[config.mk]
export PLATFORM = sky130hd
export DESIGN_NAME = combined_lcg_shuffle_random_core
export DESIGN_NICKNAME = d
export VERILOG_FILES = /design/src/rtl/core/clsr_pkg.sv /design/src/rtl/core/combined_lcg_shuffle_random_core.sv
export SDC_FILE = /design/constraint.sdc
export NUM_CORES = 2
export LEC_CHECK = 0
export BUFFER_PORTS_ARGS = -buffer_cell sky130_fd_sc_hd__buf_2
export CAP_MARGIN = 20
export CORE_UTILIZATION = 58
export CTS_CLUSTER_DIAMETER = 100
export DETAILED_ROUTE_END_ITERATION = 6
export PLACE_DENSITY = 0.83
export SYNTH_ARGS = -nofsm -noshare
export SYNTH_HDL_FRONTEND = slang
export SYNTH_SLANG_ARGS = --single-unit
[constraint.sdc]
create_clock -name i_clk -period 8.5 [get_ports i_clk]
set_input_delay 0 -clock i_clk [delete_from_list [all_inputs] [get_ports i_clk]]
set_output_delay 0 -clock i_clk [all_outputs]
set_load 0.005 [all_outputs]
[src/rtl/core/clsr_pkg.sv]
// constants, sequencer types and control store for the combined lcg shuffle generator
// no dependencies; used by combined_lcg_shuffle_random_core
package clsr_pkg;

    // request commands
    localparam logic CMD_DRAW = 1'b0;
    localparam logic CMD_SEED = 1'b1;

    // generator constants
    localparam logic [30:0] MOD1        = 31'd2147483563;
    localparam logic [30:0] MOD2        = 31'd2147483399;
    localparam logic [15:0] MUL1        = 16'd40014;
    localparam logic [15:0] MUL2        = 16'd40692;
    // 2^31 - modulus, used to fold the high part of a product
    localparam logic [7:0]  FOLD1       = 8'd85;
    localparam logic [7:0]  FOLD2       = 8'd249;
    localparam logic [31:0] SEED2_RESET = 32'd123456789;
    localparam logic [30:0] TOP_DRAW    = 31'd2147483562;

    // shuffle table size and the extra warm-up steps ahead of the fill
    localparam int TABLE_SIZE_DEF = 32;
    localparam int WARM_EXTRA     = 8;

    // control store addresses
    typedef enum logic [3:0] {
        UPC_IDLE      = 4'd0,
        UPC_SEED_MUL  = 4'd1,
        UPC_SEED_WAIT = 4'd2,
        UPC_SEED_WB   = 4'd3,
        UPC_DRAW_G1   = 4'd4,
        UPC_DRAW_G2   = 4'd5,
        UPC_DRAW_RD   = 4'd6,
        UPC_DRAW_SUB  = 4'd7,
        UPC_DRAW_OUT  = 4'd8
    } t_upc;

    // sequencing kinds
    typedef enum logic [1:0] {
        JMP_ALWAYS    = 2'd0,  // go to target
        JMP_ON_REQ    = 2'd1,  // wait for a request, branch when seeding is needed
        JMP_WHILE_CNT = 2'd2,  // branch while warm-up count is nonzero, else target
        JMP_ON_SLOT   = 2'd3   // go to target once the output register is free
    } t_jump;

    // one control word
    typedef struct packed {
        logic  mul_g2;     // multiplier takes second generator, else first
        logic  wb_x;       // multiplier result into first generator state
        logic  wb_second;  // multiplier result into second generator state
        logic  fill;       // warm-up write into shuffle table
        logic  q_est;      // reciprocal estimate of table index
        logic  q_rem;      // index remainder
        logic  rd_issue;   // table read at corrected index
        logic  draw_done;  // table write back, last draw and output load
        t_jump jump;
        t_upc  target;
        t_upc  branch;
    } t_uword;

    // control store
    function automatic t_uword uc_rom(input t_upc upc);
        t_uword w;
        w        = '0;
        w.jump   = JMP_ALWAYS;
        w.target = UPC_IDLE;
        w.branch = UPC_IDLE;
        unique case (upc)
            UPC_IDLE: begin
                w.jump   = JMP_ON_REQ;
                w.target = UPC_DRAW_G1;
                w.branch = UPC_SEED_MUL;
            end
            UPC_SEED_MUL: begin
                w.target = UPC_SEED_WAIT;
            end
            UPC_SEED_WAIT: begin
                w.target = UPC_SEED_WB;
            end
            UPC_SEED_WB: begin
                w.wb_x   = 1'b1;
                w.fill   = 1'b1;
                w.jump   = JMP_WHILE_CNT;
                w.target = UPC_DRAW_G1;
                w.branch = UPC_SEED_MUL;
            end
            UPC_DRAW_G1: begin
                w.q_est  = 1'b1;
                w.target = UPC_DRAW_G2;
            end
            UPC_DRAW_G2: begin
                w.mul_g2 = 1'b1;
                w.q_rem  = 1'b1;
                w.target = UPC_DRAW_RD;
            end
            UPC_DRAW_RD: begin
                w.wb_x     = 1'b1;
                w.rd_issue = 1'b1;
                w.target   = UPC_DRAW_SUB;
            end
            UPC_DRAW_SUB: begin
                w.wb_second = 1'b1;
                w.target    = UPC_DRAW_OUT;
            end
            UPC_DRAW_OUT: begin
                w.draw_done = 1'b1;
                w.jump      = JMP_ON_SLOT;
                w.target    = UPC_IDLE;
                w.branch    = UPC_DRAW_OUT;
            end
            default: begin
                w.target = UPC_IDLE;
            end
        endcase
        return w;
    endfunction

endpackage

[src/rtl/core/combined_lcg_shuffle_random_core.sv]
// combined lcg generator with shuffle table, microcoded sequencer and datapath
// depends on clsr_pkg (constants, control store)
//
// Usage:
//   Request channel: i_valid / o_stall with i_command and i_seed_value. Command 0 draws
//   the next number; command 1 loads i_seed_value into the first generator, then draws.
//   A seed of zero or below, or a draw while the first generator holds zero, starts a
//   full seeding: both generators start from max(1, -seed) and TABLE_SIZE+8 warm-up
//   steps fill the shuffle table.
//   Result channel: o_valid / i_stall with o_draw (1..2147483562, uniform value is
//   o_draw / 2147483563) and o_generator_state.
//   Timing: o_valid rises at the end of the five sequencer steps (DRAW_G1 to DRAW_OUT) that
//   follow the accepting idle step; no new request is accepted until the sequencer is idle.
//   Seeding adds TABLE_SIZE+8 warm-up steps of three sequencer steps each: each warm-up step
//   depends on the one before and goes through the three-stage modular multiplier.
//   A finished result sits in the output register; the next request is accepted while
//   it waits. If that result is still stalled when the next one is done, the sequencer
//   holds in its last step and o_stall stays high.
//   Reset: first generator 0, second 123456789, table empty (reads as zero); the first
//   draw after reset without a seed runs a full seeding with 1.
module combined_lcg_shuffle_random_core #(
    parameter int TABLE_SIZE = clsr_pkg::TABLE_SIZE_DEF
) (
    input  logic               i_clk,
    input  logic               i_rst_n,
    // request channel
    input  logic               i_valid,
    output logic               o_stall,
    input  logic               i_command,
    input  logic signed [31:0] i_seed_value,
    // result channel
    output logic               o_valid,
    input  logic               i_stall,
    output logic [30:0]        o_draw,
    output logic [30:0]        o_generator_state
);
    import clsr_pkg::*;

    localparam int AW    = (TABLE_SIZE > 1) ? $clog2(TABLE_SIZE) : 1;
    localparam int WARM  = TABLE_SIZE + WARM_EXTRA;
    localparam int JW    = $clog2(WARM);
    localparam int RW    = AW + 2;
    localparam logic [30:0]   BUCKET = 31'(1 + TOP_DRAW / TABLE_SIZE);
    localparam logic [RW-1:0] RECIP  = RW'((64'd1 << 31) / BUCKET);

    // sequencer
    t_upc   r_upc, n_upc;
    t_uword uw;

    // generator and draw state
    logic [31:0] r_x;        // first generator, 32 bits for the magnitude of the most negative seed
    logic [31:0] r_second;
    logic [30:0] r_last;
    logic [JW-1:0] r_j;

    // modular multiplier pipeline
    logic [47:0] r_p;
    logic        r_p_g2;
    logic [31:0] r_f;
    logic        r_f_g2;

    // index and table read
    logic [AW-1:0] r_qest;
    logic [31:0]   r_rem;
    logic [AW-1:0] r_idx;
    logic [30:0]   r_rdata;
    logic          r_ent_ok;

    // shuffle table and its valid bits
    logic [30:0]           mem [TABLE_SIZE];
    logic [TABLE_SIZE-1:0] r_tvalid;

    // output register
    logic        r_out_valid;
    logic [30:0] r_out_draw;
    logic [30:0] r_out_state;

    logic               accept;
    logic               slot_free;
    logic signed [31:0] work;
    logic               nonpos;
    logic [31:0]        mag;
    logic [31:0]        op_a;
    logic [15:0]        op_k;
    logic [47:0]        prod;
    logic [7:0]         fold_p;
    logic [24:0]        hi_k;
    logic [31:0]        fold_v;
    logic [7:0]         fold_f;
    logic [31:0]        red_v;
    logic [30:0]        mod_f;
    logic [30:0]        res;
    logic [RW+30:0]     q_prod;
    logic [AW+30:0]     qb;
    logic [AW:0]        q_inc;
    logic [AW-1:0]      idx_n;
    logic [30:0]        entry;
    logic [31:0]        d_pos;
    logic [31:0]        d_neg;
    logic [30:0]        draw;
    logic               fill_we;
    logic               mem_we;
    logic [AW-1:0]      mem_waddr;
    logic [30:0]        mem_wdata;

    assign uw        = uc_rom(r_upc);
    assign o_stall   = (r_upc != UPC_IDLE);
    assign accept    = i_valid && !o_stall;
    assign slot_free = !r_out_valid || !i_stall;

    // working value of the first generator and seeding decision
    assign work   = (i_command == CMD_SEED) ? i_seed_value : signed'({1'b0, r_x[30:0]});
    assign nonpos = work[31] || (work == 32'sd0);
    assign mag    = (work == 32'sd0) ? 32'd1 : 32'(-work);

    // next step
    always_comb begin
        n_upc = r_upc;
        unique case (uw.jump)
            JMP_ALWAYS: begin
                n_upc = uw.target;
            end
            JMP_ON_REQ: begin
                if (accept) begin
                    n_upc = nonpos ? uw.branch : uw.target;
                end
            end
            JMP_WHILE_CNT: begin
                n_upc = (r_j != '0) ? uw.branch : uw.target;
            end
            JMP_ON_SLOT: begin
                n_upc = slot_free ? uw.target : uw.branch;
            end
        endcase
    end

    always_ff @(posedge i_clk) begin
        if (!i_rst_n) begin
            r_upc <= UPC_IDLE;
        end else begin
            r_upc <= n_upc;
        end
    end

    // multiplier stage: operand times generator multiplier
    assign op_a = uw.mul_g2 ? r_second : r_x;
    assign op_k = uw.mul_g2 ? MUL2 : MUL1;
    assign prod = op_a * op_k;

    // first fold: high part times (2^31 - modulus) added to low part
    assign fold_p = r_p_g2 ? FOLD2 : FOLD1;
    assign hi_k   = r_p[47:31] * fold_p;
    assign fold_v = {1'b0, r_p[30:0]} + {7'd0, hi_k};

    // second fold and final subtract
    assign fold_f = r_f_g2 ? FOLD2 : FOLD1;
    assign mod_f  = r_f_g2 ? MOD2 : MOD1;
    assign red_v  = {1'b0, r_f[30:0]} + (r_f[31] ? {24'd0, fold_f} : 32'd0);
    assign res    = (red_v >= {1'b0, mod_f}) ? 31'(red_v - {1'b0, mod_f}) : red_v[30:0];

    always_ff @(posedge i_clk) begin
        r_p    <= prod;
        r_p_g2 <= uw.mul_g2;
        r_f    <= fold_v;
        r_f_g2 <= r_p_g2;
    end

    // table index: reciprocal estimate, remainder, one correction
    assign q_prod = r_last * RECIP;
    assign qb     = r_qest * BUCKET;
    assign q_inc  = {1'b0, r_qest} + (AW+1)'(r_rem >= {1'b0, BUCKET});
    assign idx_n  = (q_inc >= (AW+1)'(TABLE_SIZE)) ? AW'(TABLE_SIZE - 1) : q_inc[AW-1:0];

    always_ff @(posedge i_clk) begin
        if (uw.q_est) begin
            r_qest <= q_prod[31 +: AW];
        end
        if (uw.q_rem) begin
            r_rem <= {1'b0, r_last} - {1'b0, qb[30:0]};
        end
    end

    // draw from table entry and second generator
    assign entry = r_ent_ok ? r_rdata : 31'd0;
    assign d_pos = {1'b0, entry} - r_second;
    assign d_neg = {1'b0, TOP_DRAW} - (r_second - {1'b0, entry});
    assign draw  = ({1'b0, entry} > r_second) ? d_pos[30:0] : d_neg[30:0];

    // table write port: warm-up fill or draw write back
    assign fill_we   = uw.fill && (32'(r_j) < TABLE_SIZE);
    assign mem_we    = fill_we || (uw.draw_done && slot_free);
    assign mem_waddr = fill_we ? r_j[AW-1:0] : r_idx;
    assign mem_wdata = fill_we ? res : r_x[30:0];

    always_ff @(posedge i_clk) begin
        if (mem_we) begin
            mem[mem_waddr] <= mem_wdata;
        end
        if (uw.rd_issue) begin
            r_rdata <= mem[idx_n];
        end
    end

    always_ff @(posedge i_clk) begin
        if (!i_rst_n) begin
            r_tvalid <= '0;
        end else if (mem_we) begin
            r_tvalid[mem_waddr] <= 1'b1;
        end
    end

    always_ff @(posedge i_clk) begin
        if (uw.rd_issue) begin
            r_idx    <= idx_n;
            r_ent_ok <= r_tvalid[idx_n];
        end
    end

    // generator state, warm-up counter and last draw
    always_ff @(posedge i_clk) begin
        if (!i_rst_n) begin
            r_x      <= '0;
            r_second <= SEED2_RESET;
            r_last   <= '0;
            r_j      <= '0;
        end else begin
            if (accept) begin
                r_x <= nonpos ? mag : 32'(work);
                r_j <= JW'(WARM - 1);
                if (nonpos) begin
                    r_second <= mag;
                end
            end
            if (uw.wb_x) begin
                r_x <= {1'b0, res};
            end
            if (uw.wb_second) begin
                r_second <= {1'b0, res};
            end
            if (uw.fill) begin
                if (r_j == '0) begin
                    r_last <= res;
                end else begin
                    r_j <= r_j - 1'b1;
                end
            end
            if (uw.draw_done && slot_free) begin
                r_last <= draw;
            end
        end
    end

    // output register
    always_ff @(posedge i_clk) begin
        if (!i_rst_n) begin
            r_out_valid <= 1'b0;
        end else if (uw.draw_done && slot_free) begin
            r_out_valid <= 1'b1;
        end else if (!i_stall) begin
            r_out_valid <= 1'b0;
        end
    end

    always_ff @(posedge i_clk) begin
        if (uw.draw_done && slot_free) begin
            r_out_draw  <= draw;
            r_out_state <= r_x[30:0];
        end
    end

    assign o_valid           = r_out_valid;
    assign o_draw            = r_out_draw;
    assign o_generator_state = r_out_state;

    // draws stay inside the generator range
    a_draw_range: assert property (@(posedge i_clk) disable iff (!i_rst_n)
        o_valid |-> (o_draw != 31'd0) && (o_draw <= TOP_DRAW))
        else $error("draw out of range");

    // first generator state stays below its modulus
    a_state_range: assert property (@(posedge i_clk) disable iff (!i_rst_n)
        o_valid |-> (o_generator_state < MOD1))
        else $error("generator state not reduced");

    // reciprocal estimate is off by at most one bucket
    a_idx_rem: assert property (@(posedge i_clk) disable iff (!i_rst_n)
        (r_upc == UPC_DRAW_RD) |-> (r_rem < {BUCKET, 1'b0}))
        else $error("index remainder beyond one correction");

    // a seeding request starts the warm-up loop with a full count
    a_seed_start: assert property (@(posedge i_clk) disable iff (!i_rst_n)
        (accept && nonpos) |=> (r_upc == UPC_SEED_MUL) && (r_j == JW'(WARM - 1)))
        else $error("seeding did not start");

    // a finished draw lands in the output register and frees the request side
    a_draw_out: assert property (@(posedge i_clk) disable iff (!i_rst_n)
        (r_upc == UPC_DRAW_OUT && slot_free) |=> o_valid && (r_upc == UPC_IDLE))
        else $error("finished draw not delivered");

endmodule
==> results.sh <==
export IMPL_clock_sinks=1345
export IMPL_synth_largest_area_cell="edfxtp_1"
export IMPL_nFillCells=9501
export IMPL_cts_clk_slew_worst_paths_ns=0.07
export IMPL_cts_made_buffers=136
export IMPL_netlist_top_cells_area="edfxtp_1, fa_1, ha_1"
export IMPL_syn_mean_instance_area_sq_um=11.2
export IMPL_row_count=132
export IMPL_drt_wirelength_per_cell_microns=26.1
export IMPL_first_global_vias=56084
export IMPL_arrival_ns=8.72
export IMPL_area_of_all_sequential_standard_cells_sq_um=38200
export IMPL_synth_most_common_cell="edfxtp_1"
export IMPL_final_period_minus_worst_setup_slack_ns=8.03
export IMPL_die_width_microns=365
export IMPL_max_slew_margin_pct=22.0
export IMPL_drt_first_iter_violations=7825
export IMPL_async_reset_ff_share_pct=0
export IMPL_htree_levels=4
export IMPL_rr_endpoint="r_p[47]$_DFF_P_"
export IMPL_drt_drc_violations_left=0
export IMPL_critPathCaptureType="register"
export IMPL_hold_class="input port to register"
export IMPL_grt_pass1_wl_microns=342000
export IMPL_timing_final_setup_violations=0
export IMPL_via_count_normalized_by_instance_count=6.42
export IMPL_status="complete, no violations"
export IMPL_min_from="i_seed_value[11]"
export IMPL_post_route_cells_drive_above_1_share_pct=8.74
export IMPL_finalNetCount=7792
export IMPL_dp_cells=8518
export IMPL_design_core_area_sq_um=130000
export IMPL_drt_wl_total_microns=230000
export IMPL_yosys_register_bits=1345
export IMPL_ios=101
export IMPL_timing_setup_tns_ns=0
export IMPL_place_port_buffers=100
export IMPL_synth_flop_cell="edfxtp_1"
export IMPL_rr_startpoint="r_upc[2]$_SDFFE_PN0P_"
export IMPL_drtAntennaViolNets=0
export IMPL_fp_dieArea_sq_um=133000
export IMPL_cp_start_kind="register"
export IMPL_route_vias_total=56645
export IMPL_clock_tree_from_tritoncts="built"
export IMPL_postCtsSetupBuffers=0
export IMPL_maxSlewViolCount=0
export IMPL_finalCritPeriodShare_pct=94.5
export IMPL_initial_core_utilization_pct=58.7
export IMPL_rsz_0062_raised_after_global_routing="false"
export IMPL_worst_slew_pin_transition_ns=1.16
export IMPL_synthesis_instances=6849
export IMPL_globalRoute_totalOverflow=0
export IMPL_worst_setup_path_startpoint="r_upc[2]$_SDFFE_PN0P_"
export IMPL_required_ns=9.19
export IMPL_crit_path_max_fanout=54
export IMPL_detail_route_first_pass_iterations=7
export IMPL_grt_max_degree=211
export IMPL_ctsRootBufferMaster="clkbuf_16"
export IMPL_synthDistinctLibCells=106
export IMPL_multi_input_area_sq_um=34400
export IMPL_die_h_microns=365
export IMPL_yosys_warnings=0
export IMPL_hold_viol_final=0
export IMPL_synth_common_cells="edfxtp_1, nand2_1, inv_1, nand3_1, ha_1"
export IMPL_grt_antenna_before_repair=20
export IMPL_place_hpwl_microns=153000
export IMPL_timing_max_cap_violations=0
export IMPL_synth_edf_count=1127
export IMPL_setup_ws_ns=0.470
export IMPL_place_gp_congestion=1.00
export IMPL_max_clock_path_buffers=3
export IMPL_clock_skew_final_ns=0.0415
export IMPL_worstHoldEndpoint="r_second[11]$_SDFFE_PN1P_"
export IMPL_synth_top_area_share_pct=44.3
export IMPL_clkLatencyLatePin_ns=0.79
export IMPL_yosysSeqAreaShare_pct=50.0
export IMPL_post_synthesis_cell_area_sq_um=76400
export IMPL_timing_setup_critical_path_class="register to register"
export IMPL_areaGrowthSynthToFinish_pct=10.8
export IMPL_rr_worst_depth=25
export IMPL_synth_net_count=7685
export IMPL_holdPathStages=5
export IMPL_globalRouteTotalUtil_pct=34.6
export IMPL_worst_setup_slack_after_placement_ns=0.431
export IMPL_final_cells=8817
export IMPL_timing_hold_ws_ns=0.0522
export IMPL_setup_reg_to_reg_worst_slack_ns=0.47
export IMPL_max_clock_freq_mhz=125
## worst max-delay path: stages (launching register included)
cell and delay (ns):
dfxtp_1 0.36, inv_1 0.12, or4_2 0.70, buf_4 0.34, nand2_1 0.19, inv_1 0.08, nor2_1 0.46, mux2i_1 0.16
ha_1 0.33, inv_1 0.06, fa_1 0.53, inv_1 0.06, fa_1 0.48, fa_1 0.47, fa_1 0.54, fa_1 0.42
ha_1 0.40, and4_1 0.27, o211ai_1 0.10, o211a_1 0.31, o221a_2 0.33, and3_1 0.20, o31ai_2 0.42, a41oi_1 0.21
a21oi_1 0.19, xor2_1 0.17
## layout make-up
| class | instances | area share (%) |
|---|---|---|
| Antenna cell | 8 | 0.0237 |
| Clock buffer | 179 | 4.37 |
| Clock inverter | 70 | 0.896 |
| Inverter | 783 | 3.50 |
| Multi-Input combinational cell | 4389 | 40.7 |
| Sequential cell | 1345 | 45.2 |
| Tap cell | 1742 | 2.58 |
| Timing Repair Buffer | 301 | 2.77 |
## cells by family (layout without fill, tap and decap cells)
family          after synthesis  after routing  synth area share [%]
compound gates             1278           1278                  11.9
flops                      1345           1345                  50.0
buf+inv                    1115           1333                  5.59
other cells                   1              9               0.00491
mux                          58             58                 0.772
simple gates               1985           1985                  12.0
fa+ha+maj                   800            800                  16.7
xor+xnor                    267            267                  3.07
## sequential cells by signal, indices dropped and copies added (netlist names), 5 cells and up
name               count
mem                  992
r_p                   47
r_f                   32
r_second              32
r_tvalid              32
r_x                   32
o_draw                31
o_generator_state     31
r_rdata               31
r_rem                 31
r_last                30
r_j                    6
r_idx                  5
r_qest                 5
## cells in the final DEF, fill, tap and decap left out, types with 31 or more instances in the layout
master	n
a31oi_1	34
buf_4	143
edfxtp_1	1127
and2_1	42
buf_2	101
nand4_1	35
ha_1	431
a311oi_1	72
clkbuf_1	34
xor2_1	78
clkbuf_16	140
o21ai_0	136
dlygate4sd3_1	37
a21o_1	66
and3_1	56
o21a_1	31
a311o_1	33
nand3_1	445
nor2_1	287
inv_1	774
xnor2_1	188
o221ai_1	259
mux2i_1	51
fa_1	367
dfxtp_1	218
o21bai_1	31
nand2_1	811
nor3_1	65
nor2b_1	56
a21oi_1	318
o31ai_1	50
## metal layers
metal	global-route usage [%]	vias to the layer above	share of wire [%]	wire [microns]
li1	-	24692	-	-
met1	44.1	27516	36	83600
met2	54.0	3634	46	105000
met3	7.79	795	11	26100
met4	21.0	8	6.6	15200
met5	0	-	0.023	52
## how the worst max path moves through the flow
stage	endpoint	slack, ns	cells past startpoint
2_1_floorplan	r_p[46]$_DFF_P_	0.26	28
3_3_place_gp	r_p[45]$_DFF_P_	0.52	27
3_5_place_dp	r_p[47]$_DFF_P_	0.43	25
4_1_cts	r_p[47]$_DFF_P_	0.39	25
5_1_grt	r_p[46]$_DFF_P_	0.03	27
6_report	r_p[47]$_DFF_P_	0.47	25
## metrics by stage
| stage | utilization, % | cell area (sq um) |
|---|---|---|
| global placement | 61.1 | 79500 |
| CTS | 64.9 | 84500 |
| finish | 65.0 | 84600 |
| detailed placement | 61.2 | 79700 |
| global route | 65.0 | 84600 |
| floorplan | - | 76400 |
## repair_timing
action	CTS	global route
endpoints found under the setup margin	0	3
hold endpoints to repair	80	0
hold buffers	37	0
gates resized for setup	0	2
Power is left out: the tool's default activity adds up to more than one toggle a clock period on the data nets, which glitch-free logic cannot reach.
